[config.mk]
export PLATFORM = sky130hd
export DESIGN_NAME = queens_local_search_step_flat
export DESIGN_NICKNAME = d
export VERILOG_FILES = /design/src/hw/rtl/qls_pkg.sv /design/src/hw/rtl/qls_in_if.sv /design/src/hw/rtl/qls_out_if.sv /design/src/hw/rtl/qls_regs.sv /design/src/hw/rtl/qls_ctrl.sv /design/src/hw/rtl/qls_dp.sv /design/src/hw/rtl/queens_local_search_step.sv /design/src/flat_wrapper.sv
export SDC_FILE = /design/constraint.sdc
export NUM_CORES = 1
export LEC_CHECK = 0
export BUFFER_PORTS_ARGS = -buffer_cell sky130_fd_sc_hd__buf_2
export CAP_MARGIN = 10
export CORE_ASPECT_RATIO = 0.6
export CORE_MARGIN = 4
export CORE_UTILIZATION = 55
export CTS_CLUSTER_SIZE = 10
export DETAILED_ROUTE_END_ITERATION = 12
export PLACE_DENSITY = 0.8
export RECOVER_POWER = 50
export SETUP_SLACK_MARGIN = 0.15
export SLEW_MARGIN = 20
export SYNTH_ARGS = -nofsm -noshare
export SYNTH_HDL_FRONTEND = slang
export SYNTH_HIERARCHICAL = 1
export SYNTH_SLANG_ARGS = --single-unit
export TNS_END_PERCENT = 10
[constraint.sdc]
create_clock -name clk -period 6.27 [get_ports clk]
set_clock_uncertainty 0.2 [all_clocks]
set_input_delay 0.3135 -clock clk [delete_from_list [all_inputs] [get_ports clk]]
set_output_delay 0.3135 -clock clk [all_outputs]
set_load 0.005 [all_outputs]
[src/hw/rtl/qls_pkg.sv]
// ----------------------------------------------------------------------------
// qls_pkg
// Shared widths, codes, state types and control structs of the queens step.
// ----------------------------------------------------------------------------
package qls_pkg;

  localparam int QUEENS_DEF = 8;

  localparam int CMD_W  = 1;
  localparam int COL_W  = 3;
  localparam int AMT_W  = 3;
  localparam int PCT_W  = 7;
  localparam int COST_W = 5;

  localparam int CFG_DATA_W = 32;
  localparam int CFG_ADDR_W = 3;

  localparam logic [PCT_W-1:0]  ACCEPT_RESET = 7'd30;
  localparam logic [COST_W-1:0] COST_MAX     = 5'd31;

  // register index taken from paddr above the byte offset
  localparam logic [CFG_ADDR_W-3:0] CFG_IDX_ACCEPT = 1'b0;

  localparam logic [CMD_W-1:0] CMD_LOAD = 1'b0;
  localparam logic [CMD_W-1:0] CMD_MOVE = 1'b1;

  typedef enum logic [2:0] {
    S_IDLE,
    S_PREP,
    S_ROWA,
    S_PAIR,
    S_EVAL,
    S_OUT
  } state_t;

  typedef enum logic [1:0] {
    PH_PLAIN,
    PH_BEFORE,
    PH_AFTER
  } phase_t;

  typedef struct packed {
    logic capture;
    logic rd_col;
    logic save_old;
    logic write_load;
    logic start_count;
    logic row_a;
    logic pair;
    logic latch_before;
    logic finish_move;
    logic finish_plain;
    logic out_load;
  } ctrl_cmd_t;

  typedef struct packed {
    logic col_ok;
    logic item_move;
    logic row_end;
    logic last_pair;
    logic out_free;
  } dp_stat_t;

endpackage

[src/hw/rtl/qls_in_if.sv]
// ----------------------------------------------------------------------------
// qls_in_if
// Input item channel: load or move command with valid/ready handshake.
// ----------------------------------------------------------------------------
interface qls_in_if;
  import qls_pkg::*;

  logic             valid;
  logic             ready;
  logic [CMD_W-1:0] command;
  logic [COL_W-1:0] column;
  logic [AMT_W-1:0] amount;
  logic [PCT_W-1:0] chance;

  modport source (output valid, command, column, amount, chance, input ready);
  modport sink   (input valid, command, column, amount, chance, output ready);
endinterface

[src/hw/rtl/qls_out_if.sv]
// ----------------------------------------------------------------------------
// qls_out_if
// Result item channel: board cost and move-kept flag with valid/ready.
// ----------------------------------------------------------------------------
interface qls_out_if;
  import qls_pkg::*;

  logic              valid;
  logic              ready;
  logic [COST_W-1:0] cost;
  logic              accepted;

  modport source (output valid, cost, accepted, input ready);
  modport sink   (input valid, cost, accepted, output ready);
endinterface

[src/hw/rtl/qls_regs.sv]
// ----------------------------------------------------------------------------
// qls_regs
// APB-style configuration register file holding the accept threshold.
// ----------------------------------------------------------------------------
module qls_regs (
  input  logic                           clk,
  input  logic                           rst_n,
  input  logic                           psel,
  input  logic                           penable,
  input  logic                           pwrite,
  input  logic [qls_pkg::CFG_ADDR_W-1:0] paddr,
  input  logic [qls_pkg::CFG_DATA_W-1:0] pwdata,
  output logic [qls_pkg::CFG_DATA_W-1:0] prdata,
  output logic                           pready,
  output logic [qls_pkg::PCT_W-1:0]      accept_percent
);
  import qls_pkg::*;

  logic [PCT_W-1:0] accept_r;
  logic [PCT_W-1:0] accept_nxt;
  logic             hit_accept;

  assign hit_accept = (paddr[CFG_ADDR_W-1:2] == CFG_IDX_ACCEPT);
  assign pready     = 1'b1;

  always_comb begin
    accept_nxt = accept_r;
    if (psel && penable && pwrite && hit_accept) begin
      accept_nxt = pwdata[PCT_W-1:0];
    end
  end

  always_ff @(posedge clk) begin
    if (!rst_n) begin
      accept_r <= ACCEPT_RESET;
    end else begin
      accept_r <= accept_nxt;
    end
  end

  assign prdata         = hit_accept ? CFG_DATA_W'(accept_r) : '0;
  assign accept_percent = accept_r;
endmodule

[src/hw/rtl/qls_ctrl.sv]
// ----------------------------------------------------------------------------
// qls_ctrl
// Sequencer: walks the pair scan before and after a move and hands off result.
// ----------------------------------------------------------------------------
module qls_ctrl (
  input  logic               clk,
  input  logic               rst_n,
  input  logic               in_valid,
  output logic               in_ready,
  input  qls_pkg::dp_stat_t  stat,
  output qls_pkg::ctrl_cmd_t cmd
);
  import qls_pkg::*;

  state_t state_r;
  state_t state_nxt;
  phase_t phase_r;
  phase_t phase_nxt;

  always_ff @(posedge clk) begin
    if (!rst_n) begin
      state_r <= S_IDLE;
      phase_r <= PH_PLAIN;
    end else begin
      state_r <= state_nxt;
      phase_r <= phase_nxt;
    end
  end

  always_comb begin
    state_nxt = state_r;
    phase_nxt = phase_r;
    cmd       = '0;
    in_ready  = 1'b0;
    case (state_r)
      S_IDLE: begin
        in_ready    = 1'b1;
        cmd.capture = in_valid;
        if (in_valid) begin
          state_nxt = S_PREP;
        end
      end
      S_PREP: begin
        cmd.rd_col      = 1'b1;
        cmd.start_count = 1'b1;
        if (stat.col_ok && stat.item_move) begin
          cmd.save_old = 1'b1;
          phase_nxt    = PH_BEFORE;
        end else begin
          // off-board column leaves the board alone
          cmd.write_load = stat.col_ok;
          phase_nxt      = PH_PLAIN;
        end
        state_nxt = S_ROWA;
      end
      S_ROWA: begin
        cmd.row_a = 1'b1;
        state_nxt = S_PAIR;
      end
      S_PAIR: begin
        cmd.pair = 1'b1;
        if (stat.last_pair) begin
          state_nxt = S_EVAL;
        end else if (stat.row_end) begin
          state_nxt = S_ROWA;
        end
      end
      S_EVAL: begin
        case (phase_r)
          PH_BEFORE: begin
            cmd.latch_before = 1'b1;
            cmd.start_count  = 1'b1;
            phase_nxt        = PH_AFTER;
            state_nxt        = S_ROWA;
          end
          PH_AFTER: begin
            cmd.finish_move = 1'b1;
            state_nxt       = S_OUT;
          end
          default: begin
            cmd.finish_plain = 1'b1;
            state_nxt        = S_OUT;
          end
        endcase
      end
      S_OUT: begin
        if (stat.out_free) begin
          cmd.out_load = 1'b1;
          state_nxt    = S_IDLE;
        end
      end
      default: begin
        state_nxt = S_IDLE;
      end
    endcase
  end
endmodule

[src/hw/rtl/qls_dp.sv]
// ----------------------------------------------------------------------------
// qls_dp
// Board registers, one-pair-per-cycle attack counter and result register.
// ----------------------------------------------------------------------------
module qls_dp #(
  parameter int QUEENS = qls_pkg::QUEENS_DEF
) (
  input  logic                       clk,
  input  logic                       rst_n,
  input  qls_pkg::ctrl_cmd_t         cmd,
  output qls_pkg::dp_stat_t          stat,
  input  logic [qls_pkg::CMD_W-1:0]  in_command,
  input  logic [qls_pkg::COL_W-1:0]  in_column,
  input  logic [qls_pkg::AMT_W-1:0]  in_amount,
  input  logic [qls_pkg::PCT_W-1:0]  in_chance,
  input  logic [qls_pkg::PCT_W-1:0]  accept_percent,
  output logic                       out_valid,
  input  logic                       out_ready,
  output logic [qls_pkg::COST_W-1:0] out_cost,
  output logic                       out_accepted
);
  import qls_pkg::*;

  localparam int IDX_W    = $clog2(QUEENS);
  localparam int PAIR_MAX = QUEENS * (QUEENS - 1) / 2;
  localparam int CNT_W    = $clog2(PAIR_MAX + 1);
  localparam int CMP_W    = ((IDX_W > COL_W) ? IDX_W : COL_W) + 1;
  localparam int SAT_W    = (CNT_W > COST_W) ? CNT_W : COST_W;
  localparam logic [IDX_W-1:0] LAST_IDX = IDX_W'(QUEENS - 1);
  localparam logic [IDX_W-1:0] LAST_A   = IDX_W'(QUEENS - 2);

  // item registers
  logic [CMD_W-1:0]  cmd_r;
  logic [IDX_W-1:0]  col_r;
  logic              col_ok_r;
  logic [IDX_W-1:0]  amt_r;
  logic [PCT_W-1:0]  chance_r;

  // board and scan state
  logic [IDX_W-1:0]  board_r   [QUEENS];
  logic [IDX_W-1:0]  board_nxt [QUEENS];
  logic [IDX_W-1:0]  old_row_r;
  logic [IDX_W-1:0]  a_r;
  logic [IDX_W-1:0]  b_r;
  logic [IDX_W-1:0]  ra_r;
  logic [CNT_W-1:0]  cnt_r;
  logic [CNT_W-1:0]  before_r;
  logic [COST_W-1:0] res_cost_r;
  logic              res_kept_r;

  logic              out_valid_r;
  logic              out_valid_nxt;
  logic [COST_W-1:0] out_cost_r;
  logic              out_kept_r;

  logic [CMP_W-1:0]  amt_ext;
  logic [CMP_W-1:0]  amt_red;
  logic              col_ok;
  logic [IDX_W:0]    sum_row;
  logic [IDX_W-1:0]  new_row;
  logic [IDX_W-1:0]  rd_idx;
  logic [IDX_W-1:0]  rd_row;
  logic [IDX_W-1:0]  gap;
  logic [IDX_W-1:0]  col_span;
  logic              hit;
  logic              keep;
  logic [CNT_W-1:0]  cost_sel;
  logic [SAT_W-1:0]  cost_ext;
  logic [COST_W-1:0] cost_sat;

  // amount below 8 stays below twice the board size
  assign amt_ext = CMP_W'(in_amount);
  assign amt_red = (amt_ext >= CMP_W'(QUEENS)) ? amt_ext - CMP_W'(QUEENS) : amt_ext;
  assign col_ok  = (CMP_W'(in_column) < CMP_W'(QUEENS));

  assign sum_row = {1'b0, old_row_r} + {1'b0, amt_r};
  assign new_row = (sum_row >= (IDX_W + 1)'(QUEENS)) ?
                   IDX_W'(sum_row - (IDX_W + 1)'(QUEENS)) : IDX_W'(sum_row);

  // single read port on the board
  assign rd_idx = cmd.rd_col ? col_r : (cmd.row_a ? a_r : b_r);
  assign rd_row = board_r[rd_idx];

  assign gap      = (ra_r > rd_row) ? ra_r - rd_row : rd_row - ra_r;
  assign col_span = b_r - a_r;
  assign hit      = (gap == '0) || (gap == col_span);

  assign keep = (cnt_r < before_r) || (chance_r < accept_percent);

  always_comb begin
    cost_sel = cnt_r;
    if (cmd.finish_move && !keep) begin
      cost_sel = before_r;
    end
  end

  assign cost_ext = SAT_W'(cost_sel);
  assign cost_sat = (cost_ext > SAT_W'(COST_MAX)) ? COST_MAX : COST_W'(cost_ext);

  always_comb begin
    for (int i = 0; i < QUEENS; i++) begin
      board_nxt[i] = board_r[i];
      if (col_r == IDX_W'(i)) begin
        if (cmd.write_load) begin
          board_nxt[i] = amt_r;
        end else if (cmd.latch_before) begin
          board_nxt[i] = new_row;
        end else if (cmd.finish_move && !keep) begin
          board_nxt[i] = old_row_r;
        end
      end
    end
  end

  always_ff @(posedge clk) begin
    if (!rst_n) begin
      for (int i = 0; i < QUEENS; i++) begin
        board_r[i] <= IDX_W'(i);
      end
    end else begin
      for (int i = 0; i < QUEENS; i++) begin
        board_r[i] <= board_nxt[i];
      end
    end
  end

  always_ff @(posedge clk) begin
    if (cmd.capture) begin
      cmd_r    <= in_command;
      col_r    <= IDX_W'(in_column);
      col_ok_r <= col_ok;
      amt_r    <= IDX_W'(amt_red);
      chance_r <= in_chance;
    end
    if (cmd.save_old) begin
      old_row_r <= rd_row;
    end
    if (cmd.start_count) begin
      a_r   <= '0;
      cnt_r <= '0;
    end
    if (cmd.row_a) begin
      ra_r <= rd_row;
      b_r  <= a_r + 1'b1;
    end
    if (cmd.pair) begin
      cnt_r <= cnt_r + CNT_W'(hit);
      if (b_r == LAST_IDX) begin
        a_r <= a_r + 1'b1;
      end else begin
        b_r <= b_r + 1'b1;
      end
    end
    if (cmd.latch_before) begin
      before_r <= cnt_r;
    end
    if (cmd.finish_move || cmd.finish_plain) begin
      res_cost_r <= cost_sat;
      res_kept_r <= cmd.finish_move && keep;
    end
    if (cmd.out_load) begin
      out_cost_r <= res_cost_r;
      out_kept_r <= res_kept_r;
    end
  end

  always_comb begin
    out_valid_nxt = out_valid_r;
    if (cmd.out_load) begin
      out_valid_nxt = 1'b1;
    end else if (out_ready) begin
      out_valid_nxt = 1'b0;
    end
  end

  always_ff @(posedge clk) begin
    if (!rst_n) begin
      out_valid_r <= 1'b0;
    end else begin
      out_valid_r <= out_valid_nxt;
    end
  end

  assign stat.col_ok    = col_ok_r;
  assign stat.item_move = (cmd_r == CMD_MOVE);
  assign stat.row_end   = (b_r == LAST_IDX);
  assign stat.last_pair = (b_r == LAST_IDX) && (a_r == LAST_A);
  assign stat.out_free  = !out_valid_r || out_ready;

  assign out_valid    = out_valid_r;
  assign out_cost     = out_cost_r;
  assign out_accepted = out_kept_r;
endmodule

[src/hw/rtl/queens_local_search_step.sv]
// ----------------------------------------------------------------------------
// queens_local_search_step
// One step of stochastic hill climbing on an N-queens board.
// ----------------------------------------------------------------------------
// in_ch carries load items (command 0: set a column's row) and move items
// (command 1: add amount to a column's row modulo QUEENS). Each item yields
// one result on out_ch: the attacking-pair count after the item and whether
// the move was kept. A worse move is still kept when chance is below the
// accept_percent register, written through the cfg_ APB port at address 0.
// One item is worked on at a time. Cost is counted by a single comparator
// that visits one column pair per cycle, plus one row fetch per outer column.
// A move counts twice, before and after the change; a load or an off-board
// column counts once. The result register lets a new item enter while the
// previous result still waits; if out_ch stays stalled the next result holds
// the block, and in_ch.ready stays low, until the register frees.
// Reset puts queen i on row i and accept_percent at 30.
// ----------------------------------------------------------------------------
module queens_local_search_step #(
  parameter int QUEENS = qls_pkg::QUEENS_DEF
) (
  input  logic                           clk,
  input  logic                           rst_n,
  qls_in_if.sink                         in_ch,
  qls_out_if.source                      out_ch,
  input  logic                           cfg_psel,
  input  logic                           cfg_penable,
  input  logic                           cfg_pwrite,
  input  logic [qls_pkg::CFG_ADDR_W-1:0] cfg_paddr,
  input  logic [qls_pkg::CFG_DATA_W-1:0] cfg_pwdata,
  output logic [qls_pkg::CFG_DATA_W-1:0] cfg_prdata,
  output logic                           cfg_pready
);
  import qls_pkg::*;

  ctrl_cmd_t        cmd;
  dp_stat_t         stat;
  logic [PCT_W-1:0] accept_percent;

  qls_regs u_regs (
    .clk            (clk),
    .rst_n          (rst_n),
    .psel           (cfg_psel),
    .penable        (cfg_penable),
    .pwrite         (cfg_pwrite),
    .paddr          (cfg_paddr),
    .pwdata         (cfg_pwdata),
    .prdata         (cfg_prdata),
    .pready         (cfg_pready),
    .accept_percent (accept_percent)
  );

  qls_ctrl u_ctrl (
    .clk      (clk),
    .rst_n    (rst_n),
    .in_valid (in_ch.valid),
    .in_ready (in_ch.ready),
    .stat     (stat),
    .cmd      (cmd)
  );

  qls_dp #(
    .QUEENS (QUEENS)
  ) u_dp (
    .clk            (clk),
    .rst_n          (rst_n),
    .cmd            (cmd),
    .stat           (stat),
    .in_command     (in_ch.command),
    .in_column      (in_ch.column),
    .in_amount      (in_ch.amount),
    .in_chance      (in_ch.chance),
    .accept_percent (accept_percent),
    .out_valid      (out_ch.valid),
    .out_ready      (out_ch.ready),
    .out_cost       (out_ch.cost),
    .out_accepted   (out_ch.accepted)
  );
endmodule

[src/flat_wrapper.sv]
// flat-port wrapper written by rule: the top's interface ports become plain ports
module queens_local_search_step_flat import qls_pkg::*;
#(
  parameter int QUEENS = qls_pkg::QUEENS_DEF
)
  (clk, rst_n, cfg_psel, cfg_penable, cfg_pwrite, cfg_paddr, cfg_pwdata, cfg_prdata, cfg_pready, in_ch_valid, in_ch_command, in_ch_column, in_ch_amount, in_ch_chance, in_ch_ready, out_ch_valid, out_ch_cost, out_ch_accepted, out_ch_ready);
  qls_in_if in_ch_i ();
  qls_out_if out_ch_i ();
  input  logic clk;
  input  logic rst_n;
  input  logic cfg_psel;
  input  logic cfg_penable;
  input  logic cfg_pwrite;
  input  logic [qls_pkg::CFG_ADDR_W-1:0] cfg_paddr;
  input  logic [qls_pkg::CFG_DATA_W-1:0] cfg_pwdata;
  output logic [qls_pkg::CFG_DATA_W-1:0] cfg_prdata;
  output logic cfg_pready;
  input wire logic [$bits(in_ch_i.valid)-1:0] in_ch_valid;
  input wire logic [$bits(in_ch_i.command)-1:0] in_ch_command;
  input wire logic [$bits(in_ch_i.column)-1:0] in_ch_column;
  input wire logic [$bits(in_ch_i.amount)-1:0] in_ch_amount;
  input wire logic [$bits(in_ch_i.chance)-1:0] in_ch_chance;
  output wire logic [$bits(in_ch_i.ready)-1:0] in_ch_ready;
  output wire logic [$bits(out_ch_i.valid)-1:0] out_ch_valid;
  output wire logic [$bits(out_ch_i.cost)-1:0] out_ch_cost;
  output wire logic [$bits(out_ch_i.accepted)-1:0] out_ch_accepted;
  input wire logic [$bits(out_ch_i.ready)-1:0] out_ch_ready;
  assign in_ch_i.valid = in_ch_valid;
  assign in_ch_i.command = in_ch_command;
  assign in_ch_i.column = in_ch_column;
  assign in_ch_i.amount = in_ch_amount;
  assign in_ch_i.chance = in_ch_chance;
  assign in_ch_ready = in_ch_i.ready;
  assign out_ch_valid = out_ch_i.valid;
  assign out_ch_cost = out_ch_i.cost;
  assign out_ch_accepted = out_ch_i.accepted;
  assign out_ch_i.ready = out_ch_ready;
  queens_local_search_step #(.QUEENS(QUEENS)) u_core (.clk(clk), .rst_n(rst_n), .in_ch(in_ch_i), .out_ch(out_ch_i), .cfg_psel(cfg_psel), .cfg_penable(cfg_penable), .cfg_pwrite(cfg_pwrite), .cfg_paddr(cfg_paddr), .cfg_pwdata(cfg_pwdata), .cfg_prdata(cfg_prdata), .cfg_pready(cfg_pready));
endmodule
Word-level counts from Yosys, hierarchy flattened
Memories as Yosys holds them, arrays and structs flattened.
Index checks and enable logic that the tools add are counted.
{ "classes": {"reduce_logical": 29, "bitwise": 9, "muxes": 82, "order_cmp": 6, "n_eq_ne": 37, "n_addsub": 9} }
{ "ops": {"columns": ["cell", "count"], "rows": [
  ["$mux 3", 58],
  ["$ne 4x4->1 const B", 8],
  ["$reduce_and 3->1", 9],
  ["$eq 3x3->1 const B", 8],
  ["$pmux 3 s6", 1],
  ["$mux 1", 16],
  ["$mux 5", 3],
  ["$eq 3x2->1 const B", 4],
  ["$logic_not 3->1", 3],
  ["$sub 3x3->3", 3],
  ["$ne 1x1->1 const B", 8],
  ["$or 1x1->1", 8],
  ["$lt 7x7->1", 1],
  ["$mux 7", 1],
  ["$add 3x1->3 const B", 2],
  ["$eq 3x1->1 const B", 2],
  ["$logic_and 1x1->1", 6],
  ["$reduce_bool 2->1", 3],
  ["$sub 3x1->3 const B", 2],
  ["$add 5x1->5", 1],
  ["$gt 5x5->1 const B", 1],
  ["$lt 5x5->1", 1],
  ["$add 3x3->4", 1],
  ["$ge 3x4->1 const B", 1],
  ["16 further kinds", 21]
]} }
{ "totals": {"n_memories": 1, "wordCells": 191, "ff_bits": 61, "ram_bits": 24, "in_bits": 56, "output_inout_bits": 41} }
{ "memory_table": {"columns": ["memory", "depth", "word_bits", "rd", "rd_clocked_by_memory_dff", "write_ports", "line_no", "rtl"], "rows": [
  ["u_core.u_dp.board_r", 8, 3, 1, 0, 8, "qls_dp.sv:40", "logic [IDX_W-1:0] board_r [QUEENS];"]
]} }

Longest topological paths before layout
An unclocked memory read counts as a cell.
{ "logic_depth": {"depth_word": 11, "depth_mapped": 26, "depth_no_buf": 23} }

Cells and area by module
Netlist, hierarchy kept.
{ "modules_own_cells": {"columns": ["module", "seq_area_each_um2", "cells_each", "n_inst", "area_each_um2"], "rows": [
  ["qls_dp", 2122.0, 318, 1, 3887.5],
  ["qls_regs", 140.1, 66, 1, 571.8],
  ["qls_ctrl", 100.1, 48, 1, 391.6]
]} }

Least setup slack after synthesis
No wires, ideal clock.
{ "synth_path": {"kind": "register to register", "from": "reg u_core.u_ctrl.state_r[2]", "to": "reg u_core.u_dp.cnt_r[4], data pin", "path_slack_ps": 684, "setup_time_ps": 255, "arrival_time_ps": 5132, "n_path_buf": 3, "required_ps": 5815, "stages_incl_launch_ff": 27, "synth_period_minus_slack_ps": 5586, "path_cell_list": "dfxtp_1 > buf_2 > or2b_1 > nor2_1 > buf_6 > mux2_4 > mux2i_4 > mux2_2 > a22oi_1 > and2_4 > buf_6 > inv_1 > ha_1 > and3b_1 > o21ai_0 > mux2i_1 > xnor2_1 > a31oi_1 > a31oi_2 > nor2_1 > a211oi_1 > nand3_1 > ha_1 > ha_1 > nand3_1 > xnor2_1 > and2_1"} }
{ "synth_lines": {"columns": ["item", "line_no", "rtl"], "rows": [
  ["from (decl)", "qls_ctrl.sv:15", "state_t state_r;"],
  ["from (signal assigned)", "qls_ctrl.sv:25", "state_r <= state_nxt;"],
  ["to (signal assigned)", "qls_dp.sv:147", "cnt_r <= cnt_r + CNT_W'(hit);"],
  ["to (decl)", "qls_dp.sv:46", "logic [CNT_W-1:0] cnt_r;"]
]} }

==> results.sh <==
export IMPL_pwr_density_cell_nw_per_um2=343
export IMPL_worstReg2RegStart="u_core/u_ctrl/state_r[1]"
export IMPL_p_leak_nw=2.24
export IMPL_drt_iter0_drc=312
export IMPL_yosysSeqAreaShare_pct=48.7
export IMPL_cts_sinks=85
export IMPL_crit_arrival_ns=5.64
export IMPL_globalRouteOverflowTotal=0
export IMPL_tightest_slew_ns=0.931
export IMPL_ff2ff_setup_slack_ns=0.53
export IMPL_row_count=26
export IMPL_cts_tree="built"
export IMPL_grt_pass1_wl_um=16300
export IMPL_crit_end="u_core/u_dp/cnt_r[4]"
export IMPL_dp_cells=578
export IMPL_post_route_period_util_pct=91.5
export IMPL_end_kind="flop"
export IMPL_fmax_mhz=174
export IMPL_ys_async_sr_fraction_pct=0
export IMPL_synth_edf_count=66
export IMPL_cts_root_buf="clkbuf_16"
export IMPL_drtPass1Iterations=5
export IMPL_synth_top_area_share_pct=40.9
export IMPL_ios=97
export IMPL_post_dp_hpwl_um=7210
export IMPL_coreArea_um2=8560
export IMPL_outcome="complete, no violations"
export IMPL_initial_core_util_pct=56.7
export IMPL_syn2layout_area_growth_pct=14.0
export IMPL_maxSlewHeadroom_pct=37.9
export IMPL_startpoint="u_core/u_ctrl/state_r[1]"
export IMPL_final_hold_viol_count=0
export IMPL_netlist_area_um2=4850
export IMPL_grt_max_degree=38
export IMPL_globalplace_congestion=0.915
export IMPL_clk_pin_slew_ns=0.06
export IMPL_antenna_cells=0
export IMPL_syn_avg_cell_area_um2=11.2
export IMPL_setup_viol=0
export IMPL_startpoint_type="flop"
export IMPL_fp_dieW_um=129
export IMPL_antenna_found_initial=0
export IMPL_r2r_end="u_core/u_dp/cnt_r[4]"
export IMPL_drive_gt1_share_pct=17.6
export IMPL_yosysUniqueCellTypes=63
export IMPL_synth_commonest_cells="edfxtp_1 (66), nand2_1 (36), inv_1 (31), buf_4 (28), ha_1 (25)"
export IMPL_synthCells=432
export IMPL_finalSetupTns_ns=0
export IMPL_numPortBuffers=43
export IMPL_hold_path_class="input port to flop"
export IMPL_required_ns=6.17
export IMPL_path_class="flop to flop"
export IMPL_routed_via_count=3336
export IMPL_grt_pass1_vias=3294
export IMPL_ys_ff_latch=85
export IMPL_grt_use_total_pct=20.3
export IMPL_yosysWarnings=6
export IMPL_ir_drop_v=0.000184
export IMPL_path_max_fanout=8
export IMPL_fillCellCount=632
export IMPL_rsz0062_at_grt="false"
export IMPL_nNetsFinal=578
export IMPL_drv_cap=0
export IMPL_clockBufferDepth=2
export IMPL_htree_levels=3
export IMPL_rr_worst_depth=24
export IMPL_die_y_um=80.7
export IMPL_die_area_um2=10400
export IMPL_viasPerCell=5.46
export IMPL_hold_ws_ns=0.0172
export IMPL_finalNonFillerCells=611
export IMPL_post_drt_wl_per_cell_um=16.4
export IMPL_postRouteWirelength_um=10000
export IMPL_drc=0
export IMPL_synth_area_top_cells="edfxtp_1 (41%), dfxtp_1 (7.8%), ha_1 (6.4%)"
export IMPL_worstSkewPairLatency_ns=0.34
export IMPL_synth_ff_type="edfxtp_1"
export IMPL_min_period_ns=5.74
export IMPL_synth_top_cell_by_area="edfxtp_1"
export IMPL_ant_nets=0
export IMPL_slew_violations=0
export IMPL_yosysMostFrequentCell="edfxtp_1"
export IMPL_hold_depth=3
export IMPL_numCtsBuffers=9
metrics by stage:
step	total power [mW]	setup WS, ns	cell area (um^2)	util, %
after floorplan	1.19	0.684	4940	-
after global placement	1.28	0.600	5050	59.0
after detailed placement	1.32	0.360	5050	59.0
after CTS	1.88	0.333	5500	64.3
after global routing	2.02	0.185	5530	64.6
final	1.90	0.534	5530	64.6
layout by cell type (no fill, tap or decap), types with 13 or more instances in the layout:
master / synthesis / layout
buf_2: 2 / 37
conb_1: 3 / 27
dfxtp_1: 19 / 19
dlygate4sd3_1: 0 / 14
edfxtp_1: 66 / 66
ha_1: 25 / 25
inv_1: 31 / 31
mux2i_1: 15 / 13
nand2_1: 36 / 36
nand2b_1: 13 / 13
nor2_1: 23 / 23
nor2b_1: 15 / 15
o21ai_0: 19 / 19
layout make-up:
cell class	count	area, um^2	share of cell area, %
clock buffer	11	275	4.98
clock inverter	5	37.5	0.679
inverter	31	116	2.10
multi-input combinational	302	2180	39.4
sequential	85	2360	42.7
tap	112	140	2.53
timing repair buffer	65	420	7.60
what timing repair did:
| item | 4_1_cts | 5_1_grt |
|---|---|---|
| endpoints found under the setup margin | 0 | 4 |
| setup buffers | 0 | 3 |
| endpoints found under the hold margin | 14 | 0 |
| gates resized for setup | 0 | 3 |
| hold buffers | 14 | 0 |
layer usage:
metal  part of all wire, %  track usage, %
met5                     0               0
met4                   1.9            6.29
met3                   6.9            5.98
met2                    46            32.1
met1                    45            27.3
worst max-delay path, stage by stage, from the launching register on:
cell and delay, ns:
dfxtp_1 0.32, or2b_1 0.25, nor2_2 0.22, buf_4 0.21, mux2_1 0.36, mux2i_2 0.36, nor2_1 0.11, a22oi_1 0.35
and2_4 0.27, inv_1 0.05, ha_1 0.33, and3b_1 0.18, o21ai_0 0.26, mux2i_1 0.27, xnor2_1 0.14, a31oi_1 0.06
a31oi_2 0.30, nor2_1 0.10, a211oi_1 0.26, nand3_1 0.11, ha_1 0.22, ha_1 0.23, nand3_1 0.12, xnor2_1 0.07
and2_1 0.15
flip-flops by register name (all words and copies together) (netlist names), 3 cells and up:
name / cells
u_core/u_dp/res_cost_r: 5
u_core/u_dp/cnt_r: 5
u_core/u_dp/board_r: 24
u_core/u_dp/amt_r: 3
u_core/u_dp/b_r: 3
u_core/u_dp/old_row_r: 3
u_core/u_dp/col_r: 3
u_core/u_ctrl/state_r: 3
u_core/u_dp/before_r: 5
u_core/u_dp/out_cost: 5
u_core/u_dp/chance_r: 7
u_core/u_dp/a_r: 3
u_core/u_dp/ra_r: 3
u_core/u_regs/accept_percent: 7
kinds of logic after synthesis:
family                   count (synthesis)  synth area share, %
AND/OR/NAND/NOR                        144                 16.5
buffers and inverters                   69                 8.33
multiplexers                            32                 8.59
adder cells (fa/ha/maj)                 28                 7.69
other                                    3                0.232
XOR/XNOR                                 7                 1.26
AO/OA/AOI/OAI                           64                 8.67
flip-flops                              85                 48.7
where the power goes:
part / leakage (nW) / internal, mW / switching [mW]
sequential: 0.759 / 0.657 / 0.0386
combinational: 1.33 / 0.304 / 0.354
clock: 0.149 / 0.319 / 0.225
worst min path at each step:
stage	from	endpoint
after floorplan	u_core/u_dp/res_kept_r	u_core/u_dp/out_accepted
after global placement	u_core/u_dp/res_cost_r[1]	u_core/u_dp/out_cost[1]
after detailed placement	u_core/u_dp/res_kept_r	u_core/u_dp/out_accepted
after CTS	cfg_pwdata[6]	u_core/u_regs/accept_percent[6]
after global routing	cfg_pwdata[5]	u_core/u_regs/accept_percent[5]
final	cfg_pwdata[6]	u_core/u_regs/accept_percent[6]
Note: power is estimated with default switching activity, not from simulation.
